**src/rtl/core/pwbd_pkg.sv**
```systemverilog
// Types and constants of the pulse width bit decoder.
`default_nettype none

package pwbd_pkg;

   localparam int unsigned CSR_INDEX_BITS = 3;
   localparam int unsigned CSR_DATA_BITS  = 24;
   localparam int unsigned OUT_DATA_BITS  = 32;
   localparam int unsigned COUNT_BITS     = 8;

   typedef enum logic [2:0] {
      EV_ZERO     = 3'd0,
      EV_ONE      = 3'd1,
      EV_SYNC     = 3'd2,
      EV_ERROR    = 3'd3,
      EV_NOCHANGE = 3'd4,
      EV_END      = 3'd5
   } event_kind_type;

   localparam logic [CSR_INDEX_BITS-1:0] REG_TOLERANCE  = 3'd0;
   localparam logic [CSR_INDEX_BITS-1:0] REG_ZERO_WIDTH = 3'd1;
   localparam logic [CSR_INDEX_BITS-1:0] REG_ONE_WIDTH  = 3'd2;
   localparam logic [CSR_INDEX_BITS-1:0] REG_SYNC_WIDTH = 3'd3;
   localparam logic [CSR_INDEX_BITS-1:0] REG_IDLE_LIMIT = 3'd4;

   localparam logic [CSR_DATA_BITS-1:0] TOLERANCE_RESET  = 24'd1000;
   localparam logic [CSR_DATA_BITS-1:0] ZERO_WIDTH_RESET = 24'd2000;
   localparam logic [CSR_DATA_BITS-1:0] ONE_WIDTH_RESET  = 24'd4000;
   localparam logic [CSR_DATA_BITS-1:0] SYNC_WIDTH_RESET = 24'd8000;
   localparam logic [CSR_DATA_BITS-1:0] IDLE_LIMIT_RESET = 24'd8000;

   localparam logic [COUNT_BITS-1:0] COUNT_MAX = '1;

   // Payload of one result word.
   typedef struct packed {
      event_kind_type             kind;
      logic [OUT_DATA_BITS-1:0]   data;
      logic [COUNT_BITS-1:0]      count;
   } result_type;

endpackage

`default_nettype wire

```
**src/rtl/core/pulse_width_bit_decoder.sv**
```systemverilog
// Pulse width bit decoder: one line tick per request word, one optional result word.
// Usage
//    Each request word is one tick of the sampled line. req_level_report marks a
//    tick on which the line level req_level is reported. A result word carries an
//    event kind (zero bit, one bit, sync, width error, no change, message end),
//    the shift register contents and the bit count after that event.
//    Settings are written through the csr_ channel, which is always ready; they
//    should only be changed while no result is outstanding.
// Throughput
//    One request word is taken every cycle while req_ready is high. A result
//    is registered in the result register, or in the skid register while rsp_
//    stalls; the tick update, width classification and shift are combinational.
// Stalling
//    A result register and a one-word skid register sit in front of rsp_. While
//    the receiver stalls, ticks are still taken until one more result word waits
//    in the skid register; req_ready falls only when both hold a word.
// Reset
//    Synchronous, active high. The line is taken as low, the tick counter, data
//    and count are cleared, the block is unprimed and the settings return to
//    their defaults. No clearing pass is needed.
`default_nettype none

module pulse_width_bit_decoder #(
   parameter int unsigned DATA_BITS  = 32,
   parameter int unsigned TIMER_BITS = 24
) (
   input  wire                                    clock,
   input  wire                                    reset,
   // Request channel: one word per tick.
   input  wire                                    req_valid,
   output logic                                   req_ready,
   input  wire                                    req_level_report,
   input  wire                                    req_level,
   // Result channel.
   output logic                                   rsp_valid,
   input  wire                                    rsp_ready,
   output logic [2:0]                             rsp_event_kind,
   output logic [pwbd_pkg::OUT_DATA_BITS-1:0]     rsp_message_data,
   output logic [pwbd_pkg::COUNT_BITS-1:0]        rsp_bit_count,
   // Settings write channel.
   input  wire                                    csr_valid,
   output logic                                   csr_ready,
   input  wire  [pwbd_pkg::CSR_INDEX_BITS-1:0]    csr_index,
   input  wire  [pwbd_pkg::CSR_DATA_BITS-1:0]     csr_data
);

   // Comparisons are made one bit wider than the wider of the tick counter and
   // a setting, so that target plus tolerance never wraps.
   localparam int unsigned CMP_BITS =
      ((TIMER_BITS > pwbd_pkg::CSR_DATA_BITS) ? TIMER_BITS : pwbd_pkg::CSR_DATA_BITS) + 1;
   localparam logic [TIMER_BITS-1:0] TIMER_MAX = '1;

   // Settings.
   logic [pwbd_pkg::CSR_DATA_BITS-1:0] tolerance_ff;
   logic [pwbd_pkg::CSR_DATA_BITS-1:0] zero_width_ff;
   logic [pwbd_pkg::CSR_DATA_BITS-1:0] one_width_ff;
   logic [pwbd_pkg::CSR_DATA_BITS-1:0] sync_width_ff;
   logic [pwbd_pkg::CSR_DATA_BITS-1:0] idle_limit_ff;

   // Decoder state and its next values.
   logic                             line_high_ff, line_high_in;
   logic [TIMER_BITS-1:0]            since_edge_ff, since_edge_in;
   logic [DATA_BITS-1:0]             shift_data_ff, shift_data_in;
   logic [pwbd_pkg::COUNT_BITS-1:0]  bits_seen_ff, bits_seen_in;
   logic                             primed_ff, primed_in;

   // Output register and skid register.
   logic                  out_valid_ff;
   pwbd_pkg::result_type  out_word_ff;
   logic                  skid_valid_ff;
   pwbd_pkg::result_type  skid_word_ff;

   logic                     req_accept;
   logic                     out_free;
   logic [TIMER_BITS-1:0]    since_inc;
   logic [CMP_BITS-1:0]      width_ext;
   logic [CMP_BITS-1:0]      tol_ext;
   logic                     ended;
   logic                     rise;
   logic                     fall;
   logic                     no_change;
   logic                     is_zero;
   logic                     is_one;
   logic                     is_sync;
   logic                     has_result;
   pwbd_pkg::event_kind_type kind;
   pwbd_pkg::result_type     new_word;
   logic [63:0]              data_wide;

   // True when a width lies strictly inside the tolerance band of a target.
   function automatic logic near_target(input logic [CMP_BITS-1:0] target,
                                        input logic [CMP_BITS-1:0] width,
                                        input logic [CMP_BITS-1:0] tol);
      near_target = (width < target + tol) && (width + tol > target);
   endfunction

   // A request word is refused only while the skid register is occupied.
   assign req_ready  = !skid_valid_ff;
   assign req_accept = req_valid && req_ready;
   assign csr_ready  = 1'b1;
   assign out_free   = !out_valid_ff || rsp_ready;

   always_comb begin
      // The tick counter advances first and saturates.
      since_inc = (since_edge_ff == TIMER_MAX) ? since_edge_ff : since_edge_ff + 1'b1;
      width_ext = CMP_BITS'(since_inc);
      tol_ext   = CMP_BITS'(tolerance_ff);

      // A primed message completes when the line has idled low for too long.
      ended = primed_ff && !line_high_ff && (width_ext > CMP_BITS'(idle_limit_ff));

      no_change = req_level_report && (req_level == line_high_ff);
      rise      = req_level_report && req_level && !line_high_ff;
      fall      = req_level_report && !req_level && line_high_ff;

      // Targets are tried in the order zero, one, sync.
      is_zero = near_target(CMP_BITS'(zero_width_ff), width_ext, tol_ext);
      is_one  = !is_zero && near_target(CMP_BITS'(one_width_ff), width_ext, tol_ext);
      is_sync = !is_zero && !is_one
                && near_target(CMP_BITS'(sync_width_ff), width_ext, tol_ext);

      line_high_in  = line_high_ff;
      since_edge_in = since_inc;
      shift_data_in = shift_data_ff;
      bits_seen_in  = bits_seen_ff;
      primed_in     = ended ? 1'b0 : primed_ff;

      if (rise) begin
         line_high_in  = 1'b1;
         since_edge_in = '0;
         primed_in     = 1'b1;
      end
      if (fall) begin
         // A zero is always shifted in; a one bit then sets the new low bit.
         line_high_in  = 1'b0;
         since_edge_in = '0;
         shift_data_in = {shift_data_ff[DATA_BITS-2:0], is_one};
         if (is_zero || is_one) begin
            if (bits_seen_ff != pwbd_pkg::COUNT_MAX) begin
               bits_seen_in = bits_seen_ff + 1'b1;
            end
         end else if (is_sync) begin
            bits_seen_in = '0;
         end
      end

      // A classified falling edge takes precedence over a message end, which in
      // turn hides a no-change report on the same tick.
      if (fall) begin
         if (is_zero) begin
            kind = pwbd_pkg::EV_ZERO;
         end else if (is_one) begin
            kind = pwbd_pkg::EV_ONE;
         end else if (is_sync) begin
            kind = pwbd_pkg::EV_SYNC;
         end else begin
            kind = pwbd_pkg::EV_ERROR;
         end
      end else if (ended) begin
         kind = pwbd_pkg::EV_END;
      end else begin
         kind = pwbd_pkg::EV_NOCHANGE;
      end
      has_result = fall || ended || no_change;

      // The result always shows the state as it stands after this tick.
      data_wide      = 64'(shift_data_in);
      new_word.kind  = kind;
      new_word.data  = data_wide[pwbd_pkg::OUT_DATA_BITS-1:0];
      new_word.count = bits_seen_in;
   end

   // Settings registers; writes to indexes beyond the list are ignored.
   always_ff @(posedge clock) begin
      if (reset) begin
         tolerance_ff  <= pwbd_pkg::TOLERANCE_RESET;
         zero_width_ff <= pwbd_pkg::ZERO_WIDTH_RESET;
         one_width_ff  <= pwbd_pkg::ONE_WIDTH_RESET;
         sync_width_ff <= pwbd_pkg::SYNC_WIDTH_RESET;
         idle_limit_ff <= pwbd_pkg::IDLE_LIMIT_RESET;
      end else if (csr_valid && csr_ready) begin
         case (csr_index)
            pwbd_pkg::REG_TOLERANCE:  tolerance_ff  <= csr_data;
            pwbd_pkg::REG_ZERO_WIDTH: zero_width_ff <= csr_data;
            pwbd_pkg::REG_ONE_WIDTH:  one_width_ff  <= csr_data;
            pwbd_pkg::REG_SYNC_WIDTH: sync_width_ff <= csr_data;
            pwbd_pkg::REG_IDLE_LIMIT: idle_limit_ff <= csr_data;
            default: begin
            end
         endcase
      end
   end

   // Decoder state advances once per accepted tick.
   always_ff @(posedge clock) begin
      if (reset) begin
         line_high_ff  <= 1'b0;
         since_edge_ff <= '0;
         shift_data_ff <= '0;
         bits_seen_ff  <= '0;
         primed_ff     <= 1'b0;
      end else if (req_accept) begin
         line_high_ff  <= line_high_in;
         since_edge_ff <= since_edge_in;
         shift_data_ff <= shift_data_in;
         bits_seen_ff  <= bits_seen_in;
         primed_ff     <= primed_in;
      end
   end

   // Output register with a one-word skid register behind it. A new word can
   // only arrive while the skid register is empty.
   always_ff @(posedge clock) begin
      if (reset) begin
         out_valid_ff  <= 1'b0;
         skid_valid_ff <= 1'b0;
      end else if (out_free) begin
         if (skid_valid_ff) begin
            out_valid_ff  <= 1'b1;
            skid_valid_ff <= 1'b0;
         end else begin
            out_valid_ff <= req_accept && has_result;
         end
      end else if (req_accept && has_result) begin
         skid_valid_ff <= 1'b1;
      end
   end

   always_ff @(posedge clock) begin
      if (out_free) begin
         out_word_ff <= skid_valid_ff ? skid_word_ff : new_word;
      end
      if (!out_free && req_accept && has_result) begin
         skid_word_ff <= new_word;
      end
   end

   assign rsp_valid        = out_valid_ff;
   assign rsp_event_kind   = out_word_ff.kind;
   assign rsp_message_data = out_word_ff.data;
   assign rsp_bit_count    = out_word_ff.count;

endmodule

`default_nettype wire

```
**config.mk**
```make
export PLATFORM = sky130hd
export DESIGN_NAME = pulse_width_bit_decoder
export DESIGN_NICKNAME = d
export VERILOG_FILES = /design/src/rtl/core/pwbd_pkg.sv /design/src/rtl/core/pulse_width_bit_decoder.sv
export SDC_FILE = /design/constraint.sdc
export NUM_CORES = 1
export LEC_CHECK = 0
export ABC_CLOCK_PERIOD_IN_PS = 22400
export BUFFER_PORTS_ARGS = -buffer_cell sky130_fd_sc_hd__buf_2
export CAP_MARGIN = 20
export CELL_PAD_IN_SITES_DETAIL_PLACEMENT = 0
export CELL_PAD_IN_SITES_GLOBAL_PLACEMENT = 1
export CORE_ASPECT_RATIO = 1.2
export CORE_UTILIZATION = 52
export DETAILED_ROUTE_END_ITERATION = 8
export PLACE_DENSITY_LB_ADDON = 0.15
export SLEW_MARGIN = 20
export SYNTH_ARGS = -nofsm -noshare
export SYNTH_HDL_FRONTEND = slang
export SYNTH_SLANG_ARGS = --single-unit
```
**constraint.sdc**
```tcl
create_clock -name clock -period 22.4 [get_ports clock]
set_input_delay 2.24 -clock clock [delete_from_list [all_inputs] [get_ports clock]]
set_output_delay 2.24 -clock clock [all_outputs]
set_load 0.1 [all_outputs]
```
Word level (Yosys, flattened, before mapping)
Index checks and enable logic that the tools add are counted.
{"block": "totals", "word_cells": 96, "regBits": 274, "in_bits": 34}
{"block": "classes", "mux": 19, "add_sub_neg": 6, "eq_ne": 7, "n_lt_le_gt_ge": 7, "n_reduce_logical": 39}
{"op": "24-bit by 24-bit adder with 25-bit output", "count": 4}
{"op": "25-bit by 24-bit > comparator with 1-bit output", "count": 3}
{"op": "24-bit by 25-bit less-than comparator with 1-bit output", "count": 3}
{"op": "24-bit two-way mux", "count": 3}
{"op": "43-bit two-way mux", "count": 1}
{"op": "32-bit two-way mux", "count": 1}
{"op": "8-bit two-way mux", "count": 4}
{"op": "24-bit by 1-bit adder with 24-bit output, second input constant", "count": 1}
{"op": "24-bit == test, second input constant", "count": 1}
{"op": "24-bit > comparator", "count": 1}
{"op": "1-bit logical AND", "count": 17}
{"op": "2-bit AND reduction", "count": 7}
{"op": "8-bit by 1-bit adder with 8-bit output, second input constant", "count": 1}
{"op": "8-bit != test, second input constant", "count": 1}
{"op": "1-bit zero test", "count": 7}
{"op": "1-bit two-way mux", "count": 7}
{"op": "3-bit by 2-bit == test with 1-bit output, second input constant", "count": 2}
{"op": "1-bit logical OR", "count": 4}
{"op": "2-bit two-way mux", "count": 2}
{"op": "2-bit nonzero test", "count": 2}
{"op": "3-bit by 1-bit == test with 1-bit output, second input constant", "count": 1}
{"op": "3-bit == test, second input constant", "count": 1}
{"op": "3-bit zero test", "count": 1}
{"op": "3-bit two-way mux", "count": 1}
{"op": "2 further kinds", "count": 2}

Logic depth before layout (Yosys ltp)
Gate-level depths: netlist (run 1).
{"block": "logic_depth", "word_depth": 15, "ltp_mapped": 31, "depth_no_buf": 30}

Worst setup path before layout (run 1)
Ideal clock, no wire load.
{"block": "synth_timing", "path_kind": "input-to-reg", "startpoint": "input port rsp_ready", "endpoint": "register skid_word_ff[0] (netlist bit) (enable)", "path_slack_ns": 15.250, "arrival_ns": 6.642, "path_buffers": 0, "cell_stages": 2, "path_cell_list": "nand2b_1 a211oi_1"}
{"block": "synth_between", "elab_chain_cells": 4}
{"element": "from (decl)", "line": "pulse_width_bit_decoder.sv:36", "rtl": "input wire rsp_ready,"}
{"element": "1-bit logical OR", "line": "pulse_width_bit_decoder.sv:101", "rtl": "assign out_free = !out_valid_ff || rsp_ready;"}
{"element": "1-bit zero test", "line": "pulse_width_bit_decoder.sv:233", "rtl": "if (!out_free && req_accept && has_result) begin"}
{"element": "1-bit logical AND (2 in a row)", "line": "pulse_width_bit_decoder.sv:233"}
{"element": "to (signal assigned)", "line": "pulse_width_bit_decoder.sv:234", "rtl": "skid_word_ff <= new_word;"}
{"element": "to (decl)", "line": "pulse_width_bit_decoder.sv:71", "rtl": "pwbd_pkg::result_type skid_word_ff;"}
No other way between the ends.
A chain may end at the register's enable or synchronous reset.

Final worst setup path (run 1)
{"block": "layout_timing", "startpoint": "register since_edge_ff[0]", "endpoint": "register out_word_ff, in the netlist rsp_bit_count[6] (data pin)"}
{"block": "layout_between", "elab_chain_cells": 14, "elab_cells_between_ends": 23, "classes_between": "add/sub (2); order compare (6); eq/ne (1); mux (5); reduce/logical (9)"}
{"element": "from (decl)", "line": "pulse_width_bit_decoder.sv:62", "rtl": "logic [TIMER_BITS-1:0] since_edge_ff, since_edge_in;"}
{"element": "from (signal assigned)", "line": "pulse_width_bit_decoder.sv:204", "rtl": "since_edge_ff <= since_edge_in;"}
{"element": "24-bit by 1-bit adder with 24-bit output or 24-bit == test (tied branches)", "line": "pulse_width_bit_decoder.sv:105", "rtl": "since_inc = (since_edge_ff == TIMER_MAX) ? since_edge_ff : since_edge_ff + 1'b1;"}
{"element": "24-bit two-way mux (*)", "line": "pulse_width_bit_decoder.sv:105"}
{"element": "24-bit by 24-bit adder with 25-bit output", "line": "pulse_width_bit_decoder.sv:94", "rtl": "near_target = (width < target + tol) && (width + tol > target);"}
{"element": "25-bit by 24-bit > comparator with 1-bit output", "line": "pulse_width_bit_decoder.sv:94"}
{"element": "1-bit logical AND", "line": "pulse_width_bit_decoder.sv:94"}
{"element": "1-bit zero test", "line": "pulse_width_bit_decoder.sv:118, pulse_width_bit_decoder.sv:119"}
{"element": "1-bit logical AND", "line": "pulse_width_bit_decoder.sv:118", "rtl": "is_one = !is_zero && near_target(CMP_BITS'(one_width_ff), width_ext, tol_ext);"}
{"element": "1-bit zero test", "line": "pulse_width_bit_decoder.sv:119", "rtl": "is_sync = !is_zero && !is_one"}
{"element": "1-bit logical AND", "line": "pulse_width_bit_decoder.sv:119"}
{"element": "1-bit logical AND", "line": "pulse_width_bit_decoder.sv:120", "rtl": "&& near_target(CMP_BITS'(sync_width_ff), width_ext, tol_ext);"}
{"element": "8-bit two-way mux", "line": "pulse_width_bit_decoder.sv:142", "rtl": "end else if (is_sync) begin"}
{"element": "8-bit two-way mux (*)", "line": "pulse_width_bit_decoder.sv:138", "rtl": "if (is_zero || is_one) begin"}
{"element": "8-bit two-way mux (*)", "line": "pulse_width_bit_decoder.sv:133", "rtl": "if (fall) begin"}
{"element": "43-bit two-way mux (*)", "line": "pulse_width_bit_decoder.sv:231", "rtl": "out_word_ff <= skid_valid_ff ? skid_word_ff : new_word;"}
{"element": "to (signal assigned)", "line": "pulse_width_bit_decoder.sv:231"}
{"element": "to (decl)", "line": "pulse_width_bit_decoder.sv:69", "rtl": "pwbd_pkg::result_type out_word_ff;"}
Every way passes the cells marked *; elsewhere a longest branch is shown, timed or not.

==> results of run 1 <==
layer usage:
metal	share of wire (%)	wire (µm)	vias up	global-route usage (%)
li1	-	-	8592	-
met1	43	26300	8336	40.5
met2	48	29100	417	53.7
met3	4.8	2900	104	3.22
met4	4.0	2410	0	12.9
met5	0	0	-	0
cell usage in the layout, fill, tap and decap left out, drive strengths merged, types with 21 or more instances in the layout:
cell type	count
nand2	440
xor2	39
mux2	34
nand3	40
edfxtp	86
o21a	25
nor2	192
nand3b	27
o21ai	88
a21oi	232
nor3	73
inv	128
a21o	56
a211oi	21
xnor2	63
dfxtp	188
clkbuf	45
nand4	37
ha	264
buf	109
cell type report:
cell class	instances	area, µm²	area share (%)
Multi-Input combinational cell	1898	12500	57.9
Sequential cell	274	6350	29.5
Clock buffer	45	930	4.32
Timing Repair Buffer	109	629	2.92
Tap cell	474	593	2.75
Inverter	128	480	2.23
Clock inverter	12	81.3	0.378
sequential cells by signal, summed over array words and instances (netlist names):
register and flops:
skid_word_ff 43, rsp_message_data 32, shift_data_ff 32, idle_limit_ff 24
one_width_ff 24, since_edge_ff 24, sync_width_ff 24, tolerance_ff 24
zero_width_ff 24, bits_seen_ff 8, rsp_bit_count 8, rsp_event_kind 3
line_high_ff 1, primed_ff 1, rsp_valid 1, skid_valid_ff 1
where the power goes:
part	switching [mW]	internal, mW
clock	0.211	0.288
sequential	0.0118	0.528
combinational	0.153	0.0627
total	0.376	0.878
worst min-delay path: stages, from the launching register on:
cell and delay (ns):
dfxtp_1 0.31, nand2_1 0.05, a21oi_1 0.05
cells by family (layout without fill, tap and decap cells):
family / count (synthesis) / after routing / synth area share (%)
flops: 274 / 274 / 32.4
buf+inv: 216 / 294 / 4.20
fa+ha+maj: 268 / 268 / 17.2
other cells: 1 / 1 / 0.0191
simple gates: 931 / 931 / 21.4
compound gates: 560 / 560 / 18.1
xor+xnor: 102 / 102 / 4.55
mux: 36 / 36 / 2.05
worst max-delay path by stage:
stage               depth (start not counted)             start          endpoint
floorplan                                   2         rsp_ready   skid_word_ff[0]
global placement                           29  since_edge_ff[0]  rsp_bit_count[3]
detailed placement                         29  since_edge_ff[0]  rsp_bit_count[3]
CTS                                        29  since_edge_ff[0]  rsp_bit_count[6]
global route                               29  since_edge_ff[0]  rsp_bit_count[6]
finish                                     29  since_edge_ff[0]  rsp_bit_count[6]
metrics by stage:
step	power (mW)	cell area (µm²)	utilization, %	setup slack [ns]
floorplan	0.706	19600	-	15.25
global placement	0.761	20500	55.5	14.79
detailed placement	0.764	20500	55.5	14.63
CTS	1.26	21500	58.2	14.59
global route	1.30	21500	58.2	13.71
finish	1.25	21500	58.2	14.57
==> results.py, run 1 <==
metrics = {
    "placed_design": {
        "dpl.cell_count": 2883,
        "dp_hpwl_mm": 46.2,
        "portBuffers": 78,
        "gp_congestion": 0.980,
    },
    "floorplanning": {
        "die_x_um": 179,
        "die_area_um2": 38500,
        "core_um2": 37000,
        "die_height_um": 215,
        "io_pins": 80,
        "rows": 77,
        "initial_core_util_pct": 53.0,
    },
    "detailed_routing": {
        "post_drt_wl_per_cell_um": 20.6,
        "vias": 17449,
        "drt_wl_total_mm": 60.6,
        "ant_nets": 0,
        "drt_iter0_drc": 1148,
        "first_pass_iters": 7,
        "drc": 12,
        "via_per_inst": 5.94,
    },
    "sta": {
        "fin_setup_tns_ns": 0,
        "relSlewSlack_pct": 26.0,
        "slew_viol_final": 0,
        "rsz0062_at_grt": "false",
        "tightestPinTransition_ns": 1.11,
        "hold_slack_ns": 0.455,
        "fin_worst_skew_ns": 0.0377,
        "fmax_mhz": 128,
        "final-setup-viol-count": 0,
        "final-hold-violation-count": 0,
        "finalCritPeriodShare_pct": 35.0,
        "period_needed_ns": 7.83,
    },
    "synth": {
        "synth_most_common_cell": "nand2_1",
        "synth_area_leaders": "dfxtp_1, ha_1, edfxtp_1, nand2_1, a21oi_1",
        "synthesis.nets": 2690,
        "synth-main-ff-cell": "dfxtp_1",
        "syn_avg_cell_area_um2": 8.21,
        "synth_edf_count": 86,
        "async_reset_ff_share_pct": 0,
        "synth.distinct_cells": 85,
        "synth_top_area_share_pct": 19.2,
        "synth_common_cells": "nand2_1, ha_1, a21oi_1",
        "synth_top_cell_by_area": "dfxtp_1",
        "netlist_area_um2": 19600,
        "synth-warning-count": 0,
        "seq_area_frac_synth_pct": 32.4,
        "syn_inst": 2388,
        "ys_ff_latch": 274,
    },
    "clock_tree": {
        "clock-sinks": 274,
        "ctsHoldBuffers": 0,
        "clk_pin_slew_ns": 0.06,
        "cts_resized": 0,
        "cts_tree": "built",
        "clockBufferDepth": 3,
        "clkLatencyLatePin_ns": 0.59,
        "post_cts.repair.setup_buffers": 0,
        "cts_root_buffer": "clkbuf_16",
        "cts-buffers-inserted": 31,
        "h-tree-depth": 1,
    },
    "outcome": {
        "violations": "design-rule violations",
        "status": "finished with violations",
    },
    "worst_setup_path": {
        "cp_slowest_cell": "dfxtp_1",
        "critPathKind": "flip-flop to flip-flop",
        "path_max_fanout": 13,
        "crit_required_ns": 22.69,
        "critPathTopFamily": "compound AO/OA/AOI/OAI gates",
        "reg2reg_depth": 29,
        "cp_common_cell": "o21ai_0",
        "crit_buf_inv": 0,
        "start_kind": "flip-flop",
        "regToRegEndpoint": "rsp_bit_count[6]",
        "cp-end-kind": "flip-flop",
        "critPathArrivalTime_ns": 8.12,
        "cpPeakStageDelay_ns": 0.55,
        "r2r_start": "since_edge_ff[0]",
        "reg2reg_slack_ns": 14.57,
    },
    "grt": {
        "grt_max_degree": 119,
        "grt_overflow": 0,
        "grtUsageTotal_pct": 31.6,
        "first_global_vias": 16792,
        "grt_pass1_wl_mm": 94.3,
        "antenna_found_initial": 0,
    },
    "worst_hold_path": {
        "min_path_cells": 2,
        "min_from": "idle_limit_ff[17]",
        "whs_endpoint": "idle_limit_ff[17]",
        "hp-class": "flip-flop to flip-flop",
    },
    "layout": {
        "areaGrowthSynthToFinish_pct": 9.80,
        "fillers": 3498,
        "n_antenna_cell": 0,
        "finalNetCount": 2744,
        "fin_cells": 2940,
        "drive_gt1_share_pct": 9.57,
    },
    "pwr": {
        "vdd_drop_max_mv": 0.0588,
        "powerDensity_nw_per_um2": 58.2,
        "cellLeakagePower_nw": 9.71,
    },
    "job": {
        "drv_cap": 0,
    },
}
(Power assumes the default switching activity.)
==> run 2, diff against run 1 <==
--- a/config.mk
+++ b/config.mk
@@ -5,13 +5,13 @@
 export SDC_FILE = /design/constraint.sdc
 export NUM_CORES = 1
 export LEC_CHECK = 0
-export ABC_CLOCK_PERIOD_IN_PS = 22400
+export ABC_CLOCK_PERIOD_IN_PS = 8100
 export BUFFER_PORTS_ARGS = -buffer_cell sky130_fd_sc_hd__buf_2
 export CAP_MARGIN = 20
 export CELL_PAD_IN_SITES_DETAIL_PLACEMENT = 0
 export CELL_PAD_IN_SITES_GLOBAL_PLACEMENT = 1
 export CORE_ASPECT_RATIO = 1.2
-export CORE_UTILIZATION = 52
+export CORE_UTILIZATION = 48
 export DETAILED_ROUTE_END_ITERATION = 8
 export PLACE_DENSITY_LB_ADDON = 0.15
 export SLEW_MARGIN = 20
==> constraint.sdc (replaced) <==
create_clock -name clock -period 8.1 [get_ports clock]
set_input_delay 0.81 -clock clock [delete_from_list [all_inputs] [get_ports clock]]
set_output_delay 0.81 -clock clock [all_outputs]
set_load 0.1 [all_outputs]
==> results.py, run 2 (synthesized netlist as in run 1, its figures left out) <==
metrics = {
    "grt": {
        "grt_overflow": 0,
        "grt_pass1_wl_mm": 96.2,
        "first_global_vias": 16819,
        "grtUsageTotal_pct": 29.4,
        "grt_max_degree": 107,
        "antenna_found_initial": 0,
    },
    "clock_tree": {
        "cts-buffers-inserted": 30,
        "h-tree-depth": 1,
        "cts_root_buffer": "clkbuf_16",
        "clk_pin_slew_ns": 0.06,
        "clkLatencyLatePin_ns": 0.58,
        "ctsHoldBuffers": 0,
        "clock-sinks": 274,
        "post_cts.repair.setup_buffers": 0,
        "clockBufferDepth": 3,
        "cts_tree": "built",
    },
    "sta": {
        "relSlewSlack_pct": 32.0,
        "tightestPinTransition_ns": 1.02,
        "slew_viol_final": 0,
        "timing.final.ws_setup_ns": 0.637,
        "fin_setup_tns_ns": 0,
        "fin_worst_skew_ns": 0.0173,
        "final-setup-viol-count": 0,
        "rsz0062_at_grt": "false",
        "fmax_mhz": 134,
        "final-hold-violation-count": 0,
        "period_needed_ns": 7.46,
        "hold_slack_ns": 0.456,
        "finalCritPeriodShare_pct": 92.1,
    },
    "floorplanning": {
        "core_um2": 40000,
        "die_height_um": 223,
        "initial_core_util_pct": 49.0,
        "rows": 80,
        "die_x_um": 187,
        "die_area_um2": 41700,
        "io_pins": 80,
    },
    "worst_setup_path": {
        "cp_common_cell": "nand2_1",
        "cp-end-kind": "flip-flop",
        "crit_required_ns": 8.56,
        "start_kind": "flip-flop",
        "cpPeakStageDelay_ns": 0.57,
        "critPathArrivalTime_ns": 7.93,
        "path_max_fanout": 11,
        "critPathKind": "flip-flop to flip-flop",
        "cp_slowest_cell": "a31oi_1",
    },
    "layout": {
        "areaGrowthSynthToFinish_pct": 10.3,
        "finalNetCount": 2746,
        "design_area_um2": 21600,
        "layout_commonest_cell": "nand2_1",
        "drive_gt1_share_pct": 9.56,
        "fillers": 3852,
        "top_register": "skid_word_ff",
        "layout_common_cells": "nand2_1, ha_1, a21oi_1",
        "multi_input_area_um2": 12500,
        "seq_area_um2": 6350,
        "n_antenna_cell": 0,
        "largest_reg_flops": 43,
        "fin_cells": 3001,
        "final_util_pct": 54.0,
    },
    "detailed_routing": {
        "vias": 17420,
        "ant_nets": 0,
        "post_drt_wl_per_cell_um": 20.5,
        "drt_wl_total_mm": 61.6,
        "drc": 0,
        "first_pass_iters": 6,
        "drt_iter0_drc": 1104,
        "via_per_inst": 5.80,
    },
    "worst_hold_path": {
        "hp-class": "flip-flop to flip-flop",
    },
    "pwr": {
        "p_switching_mw": 1.03,
        "netSwitchingFraction_pct": 29.7,
        "power_mw": 3.48,
        "combPwrFrac_pct": 17.2,
        "cellLeakagePower_nw": 9.71,
        "vdd_drop_max_mv": 0.138,
        "power.internal_mw": 2.44,
        "powerDensity_nw_per_um2": 161,
        "clock_power_share_pct": 39.9,
        "seq_power_share_pct": 42.9,
    },
    "job": {
        "drv_cap": 0,
    },
    "placed_design": {
        "dp_hpwl_mm": 47.3,
        "placed_cell_area_um2": 20600,
        "gp_congestion": 0.957,
        "portBuffers": 78,
        "pre_cts_ws_ns": 0.706,
        "dpl.cell_count": 2945,
    },
    "outcome": {
        "status": "finished, final reports clean",
    },
}
-- run 2: changes by cell type in the layout (fill, tap and decap cells not counted), sizes merged --
cell	before	now
bufinv	0	2
buf	109	112
clkinv	12	7
inv	128	129
clkinvlp	0	1
-- run 2: power groups by stage --
stage	sequential, mW	clock, mW	combinational (mW)
6_report	1.49	1.39	0.598
5_1_grt	1.50	1.46	0.651
4_1_cts	1.49	1.42	0.595
3_5_place_dp	1.52	0	0.592
3_3_place_gp	1.52	0	0.584
2_1_floorplan	1.63	0	0.318
-- run 2: layout make-up --
| cell class | instances | share of cell area (%) |
|---|---|---|
| multi-input combinational | 1898 | 57.7 |
| clock inverter | 11 | 0.532 |
| tap | 533 | 3.08 |
| timing repair buffer | 112 | 3.05 |
| clock buffer | 45 | 4.06 |
| sequential | 274 | 29.3 |
| inverter | 128 | 2.22 |
-- run 2: path summary, 6_finish.rpt --
path / startpoint / to / slack, ns / cells after the start
setup reg to reg: since_edge_ff[0] / bits_seen_ff[2] / 0.64 / 30
hold reg to reg: idle_limit_ff[13] / idle_limit_ff[13] / 0.46 / 2
setup / recovery: since_edge_ff[0] / bits_seen_ff[2] / 0.64 / 30
hold / removal: idle_limit_ff[13] / idle_limit_ff[13] / 0.46 / 2
-- run 2: repair_timing --
item / CTS / global route
endpoints found under the hold margin: 0 / 0
endpoints found under the setup margin: 0 / 5
gates resized for setup: 0 / 1
-- run 2: worst max-delay path, delay by kind of cell (launching register included) --
family                   cells  cell delay (ns)
AND/OR/NAND/NOR             11             1.70
flip-flops                   1             0.55
AO/OA/AOI/OAI               13             3.34
XOR/XNOR                     2             0.60
adder cells (fa/ha/maj)      3             0.99
buffers and inverters        1             0.16
-- run 2: layer usage --
| metal | track usage, % | vias up | share of wire, % |
|---|---|---|---|
| met3 | 2.67 | 91 | 4.3 |
| met5 | 0 | - | 0 |
| li1 | - | 8598 | - |
| met4 | 10.2 | 0 | 3.3 |
| met1 | 38.2 | 8305 | 45 |
| met2 | 50.7 | 426 | 48 |
